===== src/hw/rtl/tvl_pkg.sv =====
// Shared types, codes and the Kleene node function for the query tree evaluator.
package tvl_pkg;

  localparam logic [1:0] KIND_BEGIN  = 2'd0;
  localparam logic [1:0] KIND_APPEND = 2'd1;
  localparam logic [1:0] KIND_SET    = 2'd2;
  localparam logic [1:0] KIND_CLEAR  = 2'd3;

  localparam logic [2:0] OP_NOT    = 3'd0;
  localparam logic [2:0] OP_AND    = 3'd1;
  localparam logic [2:0] OP_OR     = 3'd2;
  localparam logic [2:0] OP_ADD    = 3'd3;
  localparam logic [2:0] OP_REMOVE = 3'd4;

  localparam logic [1:0] VAL_UNK   = 2'd0;
  localparam logic [1:0] VAL_FALSE = 2'd1;
  localparam logic [1:0] VAL_TRUE  = 2'd2;

  localparam logic [1:0] ST_OK         = 2'd0;
  localparam logic [1:0] ST_MALFORMED  = 2'd1;
  localparam logic [1:0] ST_IGNORED    = 2'd2;
  localparam logic [1:0] ST_INCOMPLETE = 2'd3;

  typedef struct packed {
    logic [1:0] kind;
    logic       element_is_leaf;
    logic [2:0] operator_code;
    logic [5:0] leaf_index;
    logic [1:0] leaf_value;
  } req_t;

  typedef struct packed {
    logic [1:0] tree_state;
    logic [1:0] status;
  } rsp_t;

  typedef struct packed {
    logic [1:0] kind;
    logic       is_leaf;
    logic [2:0] op;
    logic       op_bad;
    logic       unary;
    logic [5:0] leaf;
    logic [1:0] value;
  } cmd_t;

  function automatic logic [1:0] kleene_eval(input logic [2:0] op, input logic [1:0] l,
                                             input logic [1:0] r, input logic [1:0] old);
    logic [1:0] res;
    res = old;
    case (op)
      OP_NOT: begin
        if (l == VAL_FALSE) res = VAL_TRUE;
        else if (l == VAL_TRUE) res = VAL_FALSE;
        else res = VAL_UNK;
      end
      OP_AND: begin
        if (l == VAL_FALSE || r == VAL_FALSE) res = VAL_FALSE;
        else if (l == VAL_UNK || r == VAL_UNK) res = VAL_UNK;
        else res = VAL_TRUE;
      end
      OP_OR, OP_ADD: begin
        if (l == VAL_TRUE || r == VAL_TRUE) res = VAL_TRUE;
        else if (l == VAL_UNK || r == VAL_UNK) res = VAL_UNK;
        else res = VAL_FALSE;
      end
      OP_REMOVE: begin
        if (l == VAL_FALSE || r == VAL_TRUE) res = VAL_FALSE;
        else if (l == VAL_UNK || r == VAL_UNK) res = VAL_UNK;
        else res = VAL_TRUE;
      end
      default: res = old;
    endcase
    return res;
  endfunction

endpackage


===== src/hw/rtl/tvl_front.sv =====
// Request intake: decode each request into a command and hold it in a two-entry queue.
module tvl_front import tvl_pkg::*; (
  input  logic clk,
  input  logic rst,
  input  logic req_valid,
  output logic req_stall,
  input  req_t req,
  output logic q_valid,
  output cmd_t q_cmd,
  input  logic q_pop
);

  cmd_t       slots [2];
  logic       wr_ptr;
  logic       rd_ptr;
  logic [1:0] count;
  cmd_t       dec;
  logic       push;

  always_comb begin
    dec.kind    = req.kind;
    dec.is_leaf = req.element_is_leaf;
    dec.op      = req.operator_code;
    dec.op_bad  = req.operator_code > OP_REMOVE;
    dec.unary   = req.operator_code == OP_NOT;
    dec.leaf    = req.leaf_index;
    dec.value   = (req.leaf_value == 2'd3) ? VAL_UNK : req.leaf_value;
  end

  assign req_stall = count == 2'd2;
  assign push      = req_valid && !req_stall;
  assign q_valid   = count != 2'd0;
  assign q_cmd     = slots[rd_ptr];

  always_ff @(posedge clk) begin
    if (push) slots[wr_ptr] <= dec;
  end

  always_ff @(posedge clk) begin
    if (rst) begin
      wr_ptr <= 1'b0;
      rd_ptr <= 1'b0;
      count  <= 2'd0;
    end else begin
      if (push) wr_ptr <= !wr_ptr;
      if (q_pop) rd_ptr <= !rd_ptr;
      count <= count + 2'(push) - 2'(q_pop);
    end
  end

endmodule


===== src/hw/rtl/tvl_back.sv =====
// Command sequencer: builds the tree in node memories, propagates leaf updates, sweeps clears.
module tvl_back import tvl_pkg::*; #(
  parameter int MAX_NODES = 64
) (
  input  logic clk,
  input  logic rst,
  input  logic q_valid,
  input  cmd_t q_cmd,
  output logic q_pop,
  output logic rsp_valid,
  input  logic rsp_stall,
  output rsp_t rsp
);

  localparam int NW = (MAX_NODES > 1) ? $clog2(MAX_NODES) : 1;
  localparam int CW = NW + 1;
  localparam int XW = (CW > 6) ? CW : 6;
  localparam logic [CW-1:0] NONE = CW'(MAX_NODES);

  localparam logic [3:0] S_IDLE = 4'd0;
  localparam logic [3:0] S_POP1 = 4'd1;
  localparam logic [3:0] S_POP2 = 4'd2;
  localparam logic [3:0] S_SET1 = 4'd3;
  localparam logic [3:0] S_SET2 = 4'd4;
  localparam logic [3:0] S_W1   = 4'd5;
  localparam logic [3:0] S_W2   = 4'd6;
  localparam logic [3:0] S_W3   = 4'd7;
  localparam logic [3:0] S_CLR  = 4'd8;

  logic [2:0]    op_mem    [MAX_NODES];
  logic [1:0]    val_mem   [MAX_NODES];
  logic [CW-1:0] par_mem   [MAX_NODES];
  logic [NW-1:0] left_mem  [MAX_NODES];
  logic [CW-1:0] right_mem [MAX_NODES];
  logic [NW-1:0] l2n_mem   [MAX_NODES];
  logic [NW-1:0] stk_mem   [MAX_NODES];

  logic          op_we, val_we, par_we, left_we, right_we, l2n_we, stk_we;
  logic [NW-1:0] op_wa, val_wa, par_wa, left_wa, right_wa, l2n_wa, stk_wa;
  logic [2:0]    op_wd;
  logic [1:0]    val_wd;
  logic [CW-1:0] par_wd, right_wd;
  logic [NW-1:0] left_wd, l2n_wd, stk_wd;
  logic [NW-1:0] node_ra, val_ra, l2n_ra, stk_ra;
  logic [2:0]    op_rd;
  logic [1:0]    val_rd;
  logic [CW-1:0] par_rd, right_rd;
  logic [NW-1:0] left_rd, l2n_rd, stk_rd;

  logic [3:0]    state, state_next;
  logic [CW-1:0] stack_depth, stack_depth_next;
  logic [CW-1:0] node_total, node_total_next;
  logic [CW-1:0] leaf_total, leaf_total_next;
  logic [1:0]    root_value, root_value_next;
  cmd_t          cmd, cmd_next;
  logic [NW-1:0] cur, cur_next;
  logic [CW-1:0] par, par_next;
  logic [CW-1:0] rc, rc_next;
  logic [2:0]    opr, opr_next;
  logic [1:0]    old, old_next;
  logic [1:0]    lval, lval_next;
  logic          rsp_valid_next;
  rsp_t          rsp_next;
  logic          finish;
  logic [1:0]    st;
  logic [NW-1:0] n;
  logic [1:0]    rval;
  logic [1:0]    nv;

  always_ff @(posedge clk) begin
    if (op_we) op_mem[op_wa] <= op_wd;
    op_rd <= op_mem[node_ra];
  end
  always_ff @(posedge clk) begin
    if (val_we) val_mem[val_wa] <= val_wd;
    val_rd <= val_mem[val_ra];
  end
  always_ff @(posedge clk) begin
    if (par_we) par_mem[par_wa] <= par_wd;
    par_rd <= par_mem[node_ra];
  end
  always_ff @(posedge clk) begin
    if (left_we) left_mem[left_wa] <= left_wd;
    left_rd <= left_mem[node_ra];
  end
  always_ff @(posedge clk) begin
    if (right_we) right_mem[right_wa] <= right_wd;
    right_rd <= right_mem[node_ra];
  end
  always_ff @(posedge clk) begin
    if (l2n_we) l2n_mem[l2n_wa] <= l2n_wd;
    l2n_rd <= l2n_mem[l2n_ra];
  end
  always_ff @(posedge clk) begin
    if (stk_we) stk_mem[stk_wa] <= stk_wd;
    stk_rd <= stk_mem[stk_ra];
  end

  assign n    = node_total[NW-1:0];
  assign rval = (rc < NONE) ? val_rd : VAL_UNK;
  assign nv   = kleene_eval(opr, lval, rval, old);

  always_comb begin
    state_next       = state;
    stack_depth_next = stack_depth;
    node_total_next  = node_total;
    leaf_total_next  = leaf_total;
    root_value_next  = root_value;
    cmd_next         = cmd;
    cur_next         = cur;
    par_next         = par;
    rc_next          = rc;
    opr_next         = opr;
    old_next         = old;
    lval_next        = lval;
    q_pop            = 1'b0;
    finish           = 1'b0;
    st               = ST_OK;
    op_we = 1'b0; val_we = 1'b0; par_we = 1'b0; left_we = 1'b0;
    right_we = 1'b0; l2n_we = 1'b0; stk_we = 1'b0;
    op_wa = n; val_wa = n; par_wa = n; left_wa = n; right_wa = n;
    l2n_wa = leaf_total[NW-1:0]; stk_wa = stack_depth[NW-1:0];
    op_wd = cmd.op; val_wd = VAL_UNK; par_wd = NONE; left_wd = stk_rd;
    right_wd = NONE; l2n_wd = n; stk_wd = n;
    node_ra = cur; val_ra = cur; l2n_ra = '0; stk_ra = '0;
    unique case (state)
      S_IDLE: begin
        if (q_valid && !rsp_valid) begin
          q_pop    = 1'b1;
          cmd_next = q_cmd;
          unique case (q_cmd.kind)
            KIND_BEGIN: begin
              stack_depth_next = '0;
              node_total_next  = '0;
              leaf_total_next  = '0;
              root_value_next  = VAL_UNK;
              finish           = 1'b1;
            end
            KIND_APPEND: begin
              if (node_total >= NONE) begin
                st = ST_MALFORMED; finish = 1'b1;
              end else if (q_cmd.is_leaf) begin
                op_we = 1'b1; op_wd = OP_NOT;
                val_we = 1'b1; par_we = 1'b1; right_we = 1'b1;
                l2n_we = 1'b1; stk_we = 1'b1;
                stack_depth_next = stack_depth + 1'b1;
                node_total_next  = node_total + 1'b1;
                leaf_total_next  = leaf_total + 1'b1;
                finish           = 1'b1;
              end else if (q_cmd.op_bad ||
                           stack_depth < (q_cmd.unary ? CW'(1) : CW'(2))) begin
                st = ST_MALFORMED; finish = 1'b1;
              end else begin
                op_we = 1'b1; op_wd = q_cmd.op;
                val_we = 1'b1; par_we = 1'b1; right_we = 1'b1;
                stk_ra     = NW'(stack_depth - 1'b1);
                state_next = S_POP1;
              end
            end
            KIND_SET: begin
              if (stack_depth != CW'(1)) begin
                st = ST_INCOMPLETE; finish = 1'b1;
              end else if (XW'(q_cmd.leaf) >= XW'(leaf_total)) begin
                st = ST_IGNORED; finish = 1'b1;
              end else begin
                l2n_ra     = NW'(q_cmd.leaf);
                state_next = S_SET1;
              end
            end
            default: begin
              root_value_next = VAL_UNK;
              cur_next        = '0;
              if (node_total == '0) finish = 1'b1;
              else state_next = S_CLR;
            end
          endcase
        end
      end
      S_POP1: begin
        par_we = 1'b1; par_wa = stk_rd; par_wd = CW'(n);
        if (cmd.unary) begin
          left_we = 1'b1;
          stk_we = 1'b1; stk_wa = NW'(stack_depth - 1'b1);
          node_total_next = node_total + 1'b1;
          finish = 1'b1;
          state_next = S_IDLE;
        end else begin
          right_we = 1'b1; right_wd = CW'(stk_rd);
          stk_ra = NW'(stack_depth - CW'(2));
          state_next = S_POP2;
        end
      end
      S_POP2: begin
        par_we = 1'b1; par_wa = stk_rd; par_wd = CW'(n);
        left_we = 1'b1;
        stk_we = 1'b1; stk_wa = NW'(stack_depth - CW'(2));
        stack_depth_next = stack_depth - 1'b1;
        node_total_next  = node_total + 1'b1;
        finish = 1'b1;
        state_next = S_IDLE;
      end
      S_SET1: begin
        val_we = 1'b1; val_wa = l2n_rd; val_wd = cmd.value;
        node_ra = l2n_rd;
        state_next = S_SET2;
      end
      S_SET2: begin
        if (par_rd >= NONE) begin
          root_value_next = cmd.value;
          finish = 1'b1;
          state_next = S_IDLE;
        end else begin
          cur_next = par_rd[NW-1:0];
          node_ra  = par_rd[NW-1:0];
          val_ra   = par_rd[NW-1:0];
          state_next = S_W1;
        end
      end
      S_W1: begin
        old_next = val_rd;
        opr_next = op_rd;
        rc_next  = right_rd;
        par_next = par_rd;
        val_ra   = left_rd;
        state_next = S_W2;
      end
      S_W2: begin
        lval_next = val_rd;
        val_ra    = rc[NW-1:0];
        state_next = S_W3;
      end
      S_W3: begin
        val_we = 1'b1; val_wa = cur; val_wd = nv;
        if (nv == old) begin
          finish = 1'b1; state_next = S_IDLE;
        end else if (par >= NONE) begin
          root_value_next = nv;
          finish = 1'b1; state_next = S_IDLE;
        end else begin
          cur_next = par[NW-1:0];
          node_ra  = par[NW-1:0];
          val_ra   = par[NW-1:0];
          state_next = S_W1;
        end
      end
      S_CLR: begin
        val_we = 1'b1; val_wa = cur;
        if (CW'(cur) == node_total - 1'b1) begin
          finish = 1'b1; state_next = S_IDLE;
        end else begin
          cur_next = cur + 1'b1;
        end
      end
      default: state_next = S_IDLE;
    endcase

    rsp_valid_next = rsp_valid && rsp_stall;
    rsp_next       = rsp;
    if (finish) begin
      rsp_valid_next      = 1'b1;
      rsp_next.tree_state = root_value_next;
      rsp_next.status     = st;
    end
  end

  always_ff @(posedge clk) begin
    cmd  <= cmd_next;
    cur  <= cur_next;
    par  <= par_next;
    rc   <= rc_next;
    opr  <= opr_next;
    old  <= old_next;
    lval <= lval_next;
    rsp  <= rsp_next;
  end

  always_ff @(posedge clk) begin
    if (rst) begin
      state       <= S_IDLE;
      stack_depth <= '0;
      node_total  <= '0;
      leaf_total  <= '0;
      root_value  <= VAL_UNK;
      rsp_valid   <= 1'b0;
    end else begin
      state       <= state_next;
      stack_depth <= stack_depth_next;
      node_total  <= node_total_next;
      leaf_total  <= leaf_total_next;
      root_value  <= root_value_next;
      rsp_valid   <= rsp_valid_next;
    end
  end

endmodule


===== src/hw/rtl/three_valued_logic_tree_evaluator.sv =====
// Top level of the Kleene three-valued query tree evaluator.
//
//   channel  direction  handshake             payload
//   req      in         req_valid/req_stall   req_t  (kind, element, operator, leaf, value)
//   rsp      out        rsp_valid/rsp_stall   rsp_t  (tree_state, status)
//
// Begin, leaf append and rejected requests finish in the idle state; an operator append
// passes POP1 and, if binary, POP2; a clear sweeps every node; a set passes SET1 and SET2,
// then W1, W2, W3 per parent walked; the node memories' single read port sets the pace.
// The sequencer holds the next request while rsp_valid is high.
// Reset is synchronous and clears counters and control; node memories are not cleared.
// A two-entry queue keeps accepting requests, until full, while the sequencer or rsp is stalled.
module three_valued_logic_tree_evaluator import tvl_pkg::*; #(
  parameter int MAX_NODES = 64
) (
  input  logic clk,
  input  logic rst,
  input  logic req_valid,
  output logic req_stall,
  input  req_t req,
  output logic rsp_valid,
  input  logic rsp_stall,
  output rsp_t rsp
);

  logic q_valid;
  cmd_t q_cmd;
  logic q_pop;

  tvl_front u_front (
    .clk       (clk),
    .rst       (rst),
    .req_valid (req_valid),
    .req_stall (req_stall),
    .req       (req),
    .q_valid   (q_valid),
    .q_cmd     (q_cmd),
    .q_pop     (q_pop)
  );

  tvl_back #(.MAX_NODES(MAX_NODES)) u_back (
    .clk       (clk),
    .rst       (rst),
    .q_valid   (q_valid),
    .q_cmd     (q_cmd),
    .q_pop     (q_pop),
    .rsp_valid (rsp_valid),
    .rsp_stall (rsp_stall),
    .rsp       (rsp)
  );

endmodule

===== config.mk =====
export PLATFORM = sky130hd
export DESIGN_NAME = three_valued_logic_tree_evaluator
export DESIGN_NICKNAME = d
export VERILOG_FILES = /design/src/hw/rtl/tvl_pkg.sv /design/src/hw/rtl/tvl_front.sv /design/src/hw/rtl/tvl_back.sv /design/src/hw/rtl/three_valued_logic_tree_evaluator.sv
export SDC_FILE = /design/constraint.sdc
export NUM_CORES = 2
export LEC_CHECK = 0
export BUFFER_PORTS_ARGS = -buffer_cell sky130_fd_sc_hd__buf_4
export CAP_MARGIN = 20
export CORE_MARGIN = 2
export CORE_UTILIZATION = 45
export CTS_BUF_LIST = sky130_fd_sc_hd__clkbuf_2
export CTS_CLUSTER_DIAMETER = 40
export CTS_CLUSTER_SIZE = 25
export DETAILED_ROUTE_END_ITERATION = 10
export HOLD_SLACK_MARGIN = 0.06
export SLEW_MARGIN = 20
export SYNTH_ARGS = -nofsm -noshare
export SYNTH_HDL_FRONTEND = slang
export SYNTH_SLANG_ARGS = --single-unit

===== constraint.sdc =====
create_clock -name clk -period 12.4 [get_ports clk]
set_input_delay 1.24 -clock clk [delete_from_list [all_inputs] [get_ports clk]]
set_output_delay 1.24 -clock clk [all_outputs]
set_load 0.01 [all_outputs]

==> metrics.yaml <==
syn_to_final_growth_pct: 8.11
synth_flop_cell: "edfxtp_1"
drt-initial-drc-count: 8108
start_kind: "flop"
hold_viol_final: 0
synth_edf_count: 2437
die_h_um: 481
grt_pass1_wl_um: 418000
post-route-period-util_pct: 49.5
critPathArrivalTime_ns: 8.03
path_cells: "nor2b_1 -> or2_0 -> a311oi_1 -> o21ai_0 -> a41oi_2 -> a31o_2 -> buf_4 -> a211o_4 -> buf_12 -> buf_4 -> mux2i_1 -> a32oi_1 -> nand4_1 -> nand4_1 -> or4_1"
floorplan.initialDensity_pct: 45.3
grt_overflow: 0
power_leakage_nw: 36.6
grt_setup_unrepaired: "no"
syn_inst: 7897
cts_buffers: 343
nFillCells: 19600
max_freq_ghz: 0.163
die-area_mm2: 0.231
numPortBuffers: 23
max_slew.worst_pin.slew_ns: 1.36
grt_pass1_vias: 63400
hpwl_um: 170000
period_minus_slack_ns: 6.14
yosys.cell_count.top_type: "edfxtp_1"
first_pass_iters: 6
clock-sinks: 2507
cts_setup_buffers: 0
slowest_stage: "a211o_4"
slew_headroom_pct: 9.30
ctsResizeCount: 0
worstSetupEndpointType: "flop"
std_cell_rows: 174
maxCapViolCount: 0
yosysWarnings: 0
clock_latency_ns: 2.08
wl_per_cell_um: 25.3
layout-drive-gt1-share_pct: 10.4
synth_cell_types: 87
max_stage_delay_ns: 0.74
finalClockSkew_ns: 0.275
hold_buffers: 33
cts_tree: "yes"
die_x_um: 481
setup_viol: 0
status: "finished clean"
grtUsageTotal_pct: 24.1
ys_ff_latch: 2507
routed_wirelength_um: 282000
vias: 66000
async_flop_share_pct: 0
antenna_found_initial: 9
netlist_area_mm2: 0.102
cts_buffer_depth: 4
io_pins: 24
htree_levels: 5
drt-vias-per-instance: 5.90
ir_worst_vdd_uv: 138
worst_slack_ns: 6.26
critPathMaxFanout: 149
synth_top_cell_by_area: "edfxtp_1"
fin_nets: 7952
pre_cts_slack_ns: 6.34
yosysTopAreaCellShare_pct: 71.6
cp.required_ns: 14.29
clkTransAtPathRegs_ns: 0.21
ys_seq_area_share_pct: 73.0
avgSynthCellArea_um2: 12.9
synth_common_cells: "edfxtp_1, nand2_1, nand3_1"
ant_nets: 0
grt_max_degree: 186
holdCritPathClass: "in -> reg"
worstSetupPathType: "reg -> reg"
drv_slew: 0
synth_area_leaders: "edfxtp_1, nand2_1, nand3_1"
drc_errors: 0
syn_nets: 7939
coreArea_mm2: 0.225
cts_root_buffer: "clkbuf_2"
place_congestion: 0.881
p_per_area_mw_per_mm2: 176
fin_setup_tns_ns: 0
==> worst paths after layout <==
| kind | startpoint | endpoint | slack (ns) | cells past startpoint |
|---|---|---|---|---|
| max | u_back.lval[1]$_DFFE_PN_ | u_back.par_rd[4]$_DFF_P_ | 6.26 | 15 |
| min | req_valid | u_front.wr_ptr$_SDFFE_PP0P_ | 0.31 | 5 |
| max reg2reg | u_back.lval[1]$_DFFE_PN_ | u_back.par_rd[4]$_DFF_P_ | 6.26 | 15 |
| min reg2reg | u_front.rd_ptr$_SDFFE_PP0P_ | flop | 0.54 | 2 |
==> critical path, delay by kind of cell, from the launching register on <==
family | cells | cell delay [ns]
flip-flops | 1 | 0.44
multiplexers | 1 | 0.26
AND/OR/NAND/NOR | 5 | 1.18
buffers and inverters | 3 | 1.66
AO/OA/AOI/OAI | 6 | 2.32
==> state kept, by name, summed over array words and instances (netlist names), 4 cells and up, named ones only <==
signal              count
u_back.par_rd           7
u_back.leaf_total       7
u_back.state            4
u_back.op_mem         192
u_back.node_total       7
u_back.left_wd          6
u_back.left_rd          6
u_back.right_rd         7
u_back.cur              6
u_back.stack_depth      7
u_back.val_mem        128
u_back.l2n_mem        384
u_back.l2n_rd           6
u_back.stk_mem        384
u_back.par              7
u_back.left_mem       384
u_back.rsp              4
u_back.right_mem      448
u_back.cmd              6
u_back.par_mem        448
u_front.slots          32
u_back.rc               7
==> per-stage QoR <==
stage	cell area, µm²	hold slack, ns	utilization (%)	std cells	total power [mW]
detailed placement	105000	0.504	46.8	10500	14.4
global route	110000	0.106	49.0	11200	20.2
finish	110000	0.305	49.0	11200	19.4
floorplan	102000	0.386	-	7897	12.7
global placement	105000	0.498	46.8	10500	14.3
CTS	110000	0.0612	49.0	11200	19.5
==> final cells by class <==
| type | count | area [µm²] | area share [%] |
|---|---|---|---|
| Antenna cell | 14 | 35.0 | 0.0317 |
| Clock buffer | 370 | 1850 | 1.68 |
| Clock inverter | 237 | 2770 | 2.51 |
| Inverter | 93 | 349 | 0.316 |
| Multi-Input combinational cell | 4783 | 25600 | 23.2 |
| Sequential cell | 2507 | 74600 | 67.5 |
| Tap cell | 2992 | 3740 | 3.39 |
| Timing Repair Buffer | 182 | 1500 | 1.35 |
==> power by group <==
part           internal [mW]  leakage, nW  switching, mW
logic                   1.08         11.8           3.05
registers               9.81         22.0          0.282
clock network           1.88         2.79           3.31
total                   12.8         36.6           6.64
==> layout by cell type, fill, tap and decap left out, types with 48 or more instances in the layout <==
| cell | count |
|---|---|
| a31oi_1 | 90 |
| nand3_1 | 937 |
| buf_4 | 144 |
| o21ai_0 | 78 |
| a211oi_1 | 78 |
| clkbuf_2 | 370 |
| nand4_1 | 62 |
| o22ai_1 | 71 |
| and3_1 | 55 |
| edfxtp_1 | 2437 |
| a21oi_1 | 63 |
| o221ai_1 | 86 |
| mux2i_1 | 244 |
| nor2_1 | 568 |
| nand2_1 | 1823 |
| dfxtp_1 | 58 |
| inv_1 | 87 |
| a311oi_1 | 105 |
| a2111oi_0 | 48 |
==> per-layer routing <==
layer | share of wire [%] | global-route usage (%) | routed length, µm | up-vias
met3 | 8.4 | 4.53 | 23800 | 510
li1 | - | - | - | 29600
met2 | 45 | 36.3 | 127000 | 2968
met5 | 0.015 | 0 | 41 | -
met1 | 43 | 34.9 | 121000 | 32900
met4 | 3.6 | 8.97 | 10200 | 6
==> logic make-up (layout without fill, tap and decap cells) <==
kind of cell / count (synthesis) / after routing / synth area share (%)
AO/OA/AOI/OAI: 853 / 853 / 6.24
XOR/XNOR: 29 / 29 / 0.249
AND/OR/NAND/NOR: 3608 / 3608 / 15.1
flip-flops: 2507 / 2507 / 73.0
multiplexers: 269 / 269 / 2.78
adder cells (fa/ha/maj): 24 / 24 / 0.294
buffers and inverters: 607 / 882 / 2.36
other: 0 / 14 / 0
(Power assumes the default switching activity.)
